[config.mk]
export PLATFORM = sky130hd
export DESIGN_NAME = imf_stats
export DESIGN_NICKNAME = d
export VERILOG_FILES = /design/src/rtl/imf_pkg.sv /design/src/rtl/imf_stats.sv
export SDC_FILE = /design/constraint.sdc
export NUM_CORES = 2
export LEC_CHECK = 0
export ABC_AREA = 1
export BUFFER_PORTS_ARGS = -buffer_cell sky130_fd_sc_hd__buf_2
export CAP_MARGIN = 20
export CORE_MARGIN = 5
export CORE_UTILIZATION = 35
export CTS_BUF_LIST = sky130_fd_sc_hd__clkbuf_2 sky130_fd_sc_hd__clkbuf_4 sky130_fd_sc_hd__clkbuf_8
export DETAILED_ROUTE_END_ITERATION = 10
export GPL_TIMING_DRIVEN = 1
export PLACE_DENSITY = 0.59
export SLEW_MARGIN = 20
export SYNTH_ARGS = -nofsm -noshare
export SYNTH_HDL_FRONTEND = slang
export SYNTH_SLANG_ARGS = --single-unit
[constraint.sdc]
create_clock -name clock -period 6.36 [get_ports clock]
set_input_delay 0.636 -clock clock [delete_from_list [all_inputs] [get_ports clock]]
set_output_delay 0.636 -clock clock [all_outputs]
set_load 0.02 [all_outputs]
[src/rtl/imf_pkg.sv]
package imf_pkg;

   localparam int SIDE_DEFAULT      = 64;
   localparam int RAND_BITS_DEFAULT = 16;

   localparam int CMD_W     = 2;
   localparam int COORD_W   = 6;
   localparam int COORD_SPAN = 1 << COORD_W;
   localparam int RAND_W    = 16;
   localparam int THR_W     = 16;
   localparam int ENERGY_W  = 15;
   localparam int MAGNET_W  = 14;
   localparam int SUM_W     = 63;
   localparam int COUNT_W   = 32;
   localparam int CSR_IDX_W = 1;

   localparam logic [CMD_W-1:0] CMD_LOAD  = 2'd0;
   localparam logic [CMD_W-1:0] CMD_TRIAL = 2'd1;
   localparam logic [CMD_W-1:0] CMD_RUN   = 2'd2;

   localparam logic [CSR_IDX_W-1:0] REG_THR_FOUR  = 1'd0;
   localparam logic [CSR_IDX_W-1:0] REG_THR_EIGHT = 1'd1;

   localparam logic [THR_W-1:0] THR_RESET = 16'hFFFF;

   // Control from the sequencer to the statistics unit.
   typedef struct packed {
      logic go;
      logic clear;
   } imf_stat_ctl_type;

endpackage

[src/rtl/imf_stats.sv]
module imf_stats
   import imf_pkg::*;
#(
   parameter int EW = 15,
   parameter int MW = 14
) (
   input  logic                    clock,
   input  logic                    reset,
   input  imf_stat_ctl_type        ctl,
   input  logic signed [EW-1:0]    energy,
   input  logic signed [MW-1:0]    magnet,
   output logic signed [SUM_W-1:0] energy_sum,
   output logic        [SUM_W-1:0] energy_square_sum,
   output logic signed [SUM_W-1:0] magnet_sum,
   output logic        [SUM_W-1:0] magnet_square_sum
);

   localparam logic signed [63:0] SUM_MAX = 64'sh3FFF_FFFF_FFFF_FFFF;
   localparam logic signed [63:0] SUM_MIN = -SUM_MAX - 64'sd1;
   localparam logic [63:0]        SQ_MAX  = 64'h7FFF_FFFF_FFFF_FFFF;

   // Stage one: squares
   logic                   go_ff;
   logic                   clear_ff;
   logic signed [EW-1:0]   e_ff;
   logic signed [MW-1:0]   m_ff;
   logic [2*EW-1:0]        esq_ff;
   logic [2*MW-1:0]        msq_ff;
   logic signed [2*EW-1:0] esq_in;
   logic signed [2*MW-1:0] msq_in;

   // Stage two: saturating sums
   logic signed [SUM_W-1:0] esum_ff, esum_in;
   logic [SUM_W-1:0]        esq_sum_ff, esq_sum_in;
   logic signed [SUM_W-1:0] msum_ff, msum_in;
   logic [SUM_W-1:0]        msq_sum_ff, msq_sum_in;

   logic signed [SUM_W-1:0] esum_base, msum_base;
   logic [SUM_W-1:0]        esq_base, msq_base;
   logic signed [63:0]      esum_wide, msum_wide;
   logic [63:0]             esq_wide, msq_wide;

   assign esq_in = energy * energy;
   assign msq_in = magnet * magnet;

   always_ff @(posedge clock) begin
      if (reset) begin
         go_ff <= 1'b0;
      end else begin
         go_ff <= ctl.go;
      end
      if (ctl.go) begin
         clear_ff <= ctl.clear;
         e_ff     <= energy;
         m_ff     <= magnet;
         esq_ff   <= esq_in;
         msq_ff   <= msq_in;
      end
   end

   always_comb begin
      esum_base = clear_ff ? '0 : esum_ff;
      msum_base = clear_ff ? '0 : msum_ff;
      esq_base  = clear_ff ? '0 : esq_sum_ff;
      msq_base  = clear_ff ? '0 : msq_sum_ff;

      esum_wide = 64'(esum_base) + 64'(e_ff);
      msum_wide = 64'(msum_base) + 64'(m_ff);
      esq_wide  = 64'(esq_base) + 64'(esq_ff);
      msq_wide  = 64'(msq_base) + 64'(msq_ff);

      esum_in = esum_ff;
      msum_in = msum_ff;
      esq_sum_in = esq_sum_ff;
      msq_sum_in = msq_sum_ff;
      if (go_ff) begin
         if (esum_wide > SUM_MAX) esum_in = SUM_W'(SUM_MAX);
         else if (esum_wide < SUM_MIN) esum_in = SUM_W'(SUM_MIN);
         else esum_in = SUM_W'(esum_wide);

         if (msum_wide > SUM_MAX) msum_in = SUM_W'(SUM_MAX);
         else if (msum_wide < SUM_MIN) msum_in = SUM_W'(SUM_MIN);
         else msum_in = SUM_W'(msum_wide);

         esq_sum_in = (esq_wide > SQ_MAX) ? SUM_W'(SQ_MAX) : SUM_W'(esq_wide);
         msq_sum_in = (msq_wide > SQ_MAX) ? SUM_W'(SQ_MAX) : SUM_W'(msq_wide);
      end
   end

   always_ff @(posedge clock) begin
      if (reset) begin
         esum_ff    <= '0;
         msum_ff    <= '0;
         esq_sum_ff <= '0;
         msq_sum_ff <= '0;
      end else begin
         esum_ff    <= esum_in;
         msum_ff    <= msum_in;
         esq_sum_ff <= esq_sum_in;
         msq_sum_ff <= msq_sum_in;
      end
   end

   assign energy_sum        = esum_ff;
   assign energy_square_sum = esq_sum_ff;
   assign magnet_sum        = msum_ff;
   assign magnet_square_sum = msq_sum_ff;

endmodule

## Yosys cells after proc, flatten, opt, wreduce, memory -nomap -nowiden

Cells that the tools add are included.

- Register bits: 341
- Output and inout port bits: 252
- Logic and storage cells: 32

- $add $sub $neg: 4
- Multipliers: 2
- $lt $le $gt $ge: 6
- Multiplexer cells: 10

Operator list:

| kind | count |
|---|---|
| $mux W63 | 10 |
| $gt A64 B63 Y1 const B | 4 |
| $lt A64 B63 Y1 const B | 2 |
| $add A63 B14 Y64 | 1 |
| $add A63 B15 Y64 | 1 |
| $add A63 B28 Y64 | 1 |
| $add A63 B30 Y64 | 1 |
| $mul A15 B15 Y30 | 1 |
| $mul A14 B14 Y28 | 1 |

## Longest topological paths before layout

- Word-level depth: 5
- Mapped depth: 27
- Depth with buffers taken out: 25

## Least setup slack after synthesis

No wires, ideal clock.

- Kind: input to register
- From: input port magnet[13]
- To: register msq_ff[24], data pin
- Data arrival time: 6.243 ns
- Required time: 6.096 ns
- Slack: -0.147 ns
- Stages: 19
- Path buffers: 2
- Path through: clkbuf_1 buf_1 nand2_1 fa_1 fa_1 inv_1 fa_1 fa_1 fa_1 inv_1 fa_1 inv_1 ha_1 nand2_1 nor4_1 nand4_1 nand3_1 a31oi_1 xor2_1

- Longest elaborated chain between the ends: 1

Ends and longest elaborated chain:

| what | RTL line | RTL |
|---|---|---|
| from (decl) | imf_stats.sv:11 | `input logic signed [MW-1:0] magnet,` |
| $mul A14 B14 Y28 | imf_stats.sv:44 | `assign msq_in = magnet * magnet;` |
| net msq_in[24] | imf_stats.sv:30 | `logic signed [2*MW-1:0] msq_in;` |
| to (signal assigned) | imf_stats.sv:57 | `msq_ff <= msq_in;` |
| to (decl) | imf_stats.sv:28 | `logic [2*MW-1:0] msq_ff;` |

The timed path passes the listed nets, and every way through them passes these cells.
A chain may end at the register's enable or synchronous reset.

## Worst setup path in the final report

- From: input port magnet[7]
- To: register msq_ff[19], data pin

Same word-level chain as after synthesis.

==> summary.md <==
| Metric | Value |
|---|---|
| Outcome | complete, no violations |
| Initial antenna violation count | 8 |
| Post-synthesis average cell area | 6.52 µm² |
| Yosys reg bits | 337 |
| Crit path max fanout | 9 |
| Hold path startpoint | magnet[7] |
| Worst skew pair latency | 0.77 ns |
| Clk Tree Root Cell | clkbuf_8 |
| Row count | 131 |
| Critical path type | input pin to flip-flop |
| Commonest cells after routing, fill and taps aside | nand2_1, inv_1, nor2_1 |
| Final Wtd Congestion | 0.952 |
| Storage element area | 7590 µm² |
| Worst-margin pin slew | 1.28 ns |
| DR vias/cell | 4.87 |
| Worst path required time | 6.86 ns |
| Routed WL per cell | 17.3 µm |
| Starting Density | 35.3% |
| Port Buffer Count | 284 |
| Grt ovf | 0 |
| Max-Cap Viols | 0 |
| Leak Pwr | 27.2 nW |
| Crit path arrival time | 6.11 ns |
| Utilization after layout | 39.1% |
| CTS tree | yes |
| DRC | 0 |
| FF-to-FF path depth | 19 |
| Post-synth design cell area | 45100 µm² |
| Hold Path Depth | 1 |
| Crit end category | flip-flop |
| Seq/Total Area, Yosys | 16.8% |
| RSZ-0062 raised after global routing | false |
| Share of post-route cells with drive strength above 1 | 7.76% |
| Slew headroom | 14.5% |
| Cell variety after synth | 56 |
| Area Overhead vs Synth | 10.8% |
| Die Ht | 369 µm |
| Final instance area | 50000 µm² |
| Placed cell areas | 48500 µm² |
| Tmin final | 5.61 ns |
| Cells after synthesis | 6920 |
| Final Cycle Share | 88.2% |
| Fillers | 13900 |
| First-pass GRT wire length | 242 mm |
| Footprint of the multi-input gates | 30900 µm² |
| CTS Buffer Depth | 3 |
| Initial DRT Pass Iterations | 6 |
| R2R Setup Slk | 2.10 ns |
| Worst r2r src | clear_ff$_DFFE_PP_ |
| Final worst slack | 0.750 ns |
| Post-DRT Antenna Nets | 0 |
| WL final | 154 mm |
| Clk slew on worst S/H paths | 0.06 ns |
| Commonest non-fill, non-tap cell in the layout | nand2_1 |
| Syn. warnings | 0 |
| TritonCTS sink count | 337 |
| Placed cell count | 8776 |
| Die Width | 369 µm |
| Worst hold endpoint | m_ff[7]$_DFFE_PP_ |
| Worst vdd ir | 0.518 mV |
| Cell Pwr Density | 474 nW/µm² |
| Ports | 285 |
| Post_cts resized | 0 |
| Largest net degree at the start of global routing | 246 |
| Critical Path Start Type | input pin |
| Syn nets | 7662 |
| Min Hold Slack | 0.279 ns |
| Reg2reg end | magnet_sum[22]$_SDFFE_PP0P_ |
| NumNets Final | 7930 |
| Setup Total Neg Slack | 0 ns |
| Iteration-0 DRC Markers | 3092 |
| Clock Skews | 0.0439 ns |
| Max Clk Rate | 178 MHz |
| Final hold viol count | 0 |
| FFs w/ async S/R, synth | 0% |
| Ys flop type | dfxtp_1 |
| EDFF count, synth | 84 |
| Total track usage | 22.4% |
| DP Worst Slack | 0.00294 ns |
| Via count of the first global-routing pass | 43000 |
| Final cell count without fillers | 8905 |
| Vias | 43300 |
| Core area | 128000 µm² |
| Cts bufs inserted | 71 |
| Final Max Slew Viols | 0 |
| Die Area | 136000 µm² |
| Total power | 23.7 mW |
| HP Class | input pin to flip-flop |
| Dpl hpwl | 126 mm |
| H-tree depth | 3 |
| Setup Viol. Count Final | 0 |
==> synthesized netlist by cell type (6+ instances only) <==
cell	n	area (µm²)
a21boi_0	10	75.1
a21o_1	19	143
a21oi_1	450	2250
a31oi_1	48	300
buf_2	13	65.1
buf_4	15	113
buf_6	15	169
clkbuf_1	125	469
dfxtp_1	253	5060
edfxtp_1	84	2520
fa_1	371	7430
ha_1	338	4230
inv_1	1534	5760
inv_2	12	45.0
nand2_1	1742	6540
nand2_2	10	62.6
nand3_1	253	1270
nand3b_1	26	195
nand4_1	55	344
nor2_1	776	2910
nor2_2	16	100
nor3_1	71	355
nor4_1	17	106
o21a_1	6	45.0
o21ai_0	299	1500
o21bai_1	65	488
or2_1	6	37.5
xnor2_1	80	701
xor2_1	140	1230
==> flip-flops by register name, summed over array words and instances, names as in the netlist <==
name,cells
energy_square_sum,63
e_ff,15
clear_ff,1
magnet_square_sum,63
esq_ff,28
m_ff,14
energy_sum,63
go_ff,1
msq_ff,26
magnet_sum,63
==> power breakdown <==
part           switching (mW)  internal [mW]  total, mW
clock                    1.16           1.50       2.66
sequential              0.273           3.27       3.54
combinational            10.8           6.73       17.5
==> per-layer routing <==
metal	vias up	track usage [%]	part of all wire [%]
met5	-	0	0
met4	0	5.69	2.5
met3	179	5.61	8.0
met2	1094	35.4	43
met1	20300	30.7	46
li1	21800	-	-
==> critical path: stages <==
cell and delay (ns):
buf_2 0.21, nand2_1 0.12, fa_1 0.53, fa_1 0.56, inv_1 0.06, fa_1 0.49, inv_1 0.05, fa_1 0.48
inv_1 0.06, fa_1 0.54, inv_1 0.06, fa_1 0.53, inv_1 0.04, ha_1 0.29, nand2_1 0.12, nor2_1 0.09
nor2_1 0.09, nand2_1 0.09, a21oi_1 0.19, o21ai_0 0.15, a21boi_0 0.44, o21ai_0 0.15, nand2_1 0.08, nand2_1 0.05
==> final cells by class <==
type / instances / share of cell area (%)
diodes: 4 / 0.0200
clock buffers: 100 / 2.48
clock inverters: 24 / 0.585
inverters: 1551 / 11.7
multi-input cells: 4860 / 61.8
flip-flops and latches: 337 / 15.2
well taps: 1662 / 4.16
repair buffers: 367 / 4.17
==> what timing repair did <==
action | in CTS | in global routing
hold buffers | 1 | 0
setup buffers | 0 | 0
endpoints found under the hold margin | 1 | 0
==> worst max path at each step <==
stage                          start                   end  slack, ns  cells past startpoint
after floorplan           energy[14]  esq_ff[27]$_DFFE_PP_       0.07                     22
after global placement     energy[3]  esq_ff[22]$_DFFE_PP_       0.02                     19
after detailed placement   energy[3]  esq_ff[22]$_DFFE_PP_      0.003                     19
after CTS                  energy[3]  esq_ff[22]$_DFFE_PP_       0.84                     19
after global routing       magnet[7]  msq_ff[19]$_DFFE_PP_       0.43                     24
final                      magnet[7]  msq_ff[19]$_DFFE_PP_       0.75                     24
==> logic make-up (layout without fill, tap and decap cells) <==
group / after synthesis / in the layout / share of synthesized area (%)
XOR/XNOR: 220 / 220 / 4.27
flip-flops: 337 / 337 / 16.8
other: 0 / 4 / 0
AND/OR/NAND/NOR: 3000 / 3000 / 27.0
AO/OA/AOI/OAI: 931 / 931 / 11.4
adder cells (fa/ha/maj): 709 / 709 / 25.8
buffers and inverters: 1723 / 2042 / 14.7
(Power assumes the default switching activity.)
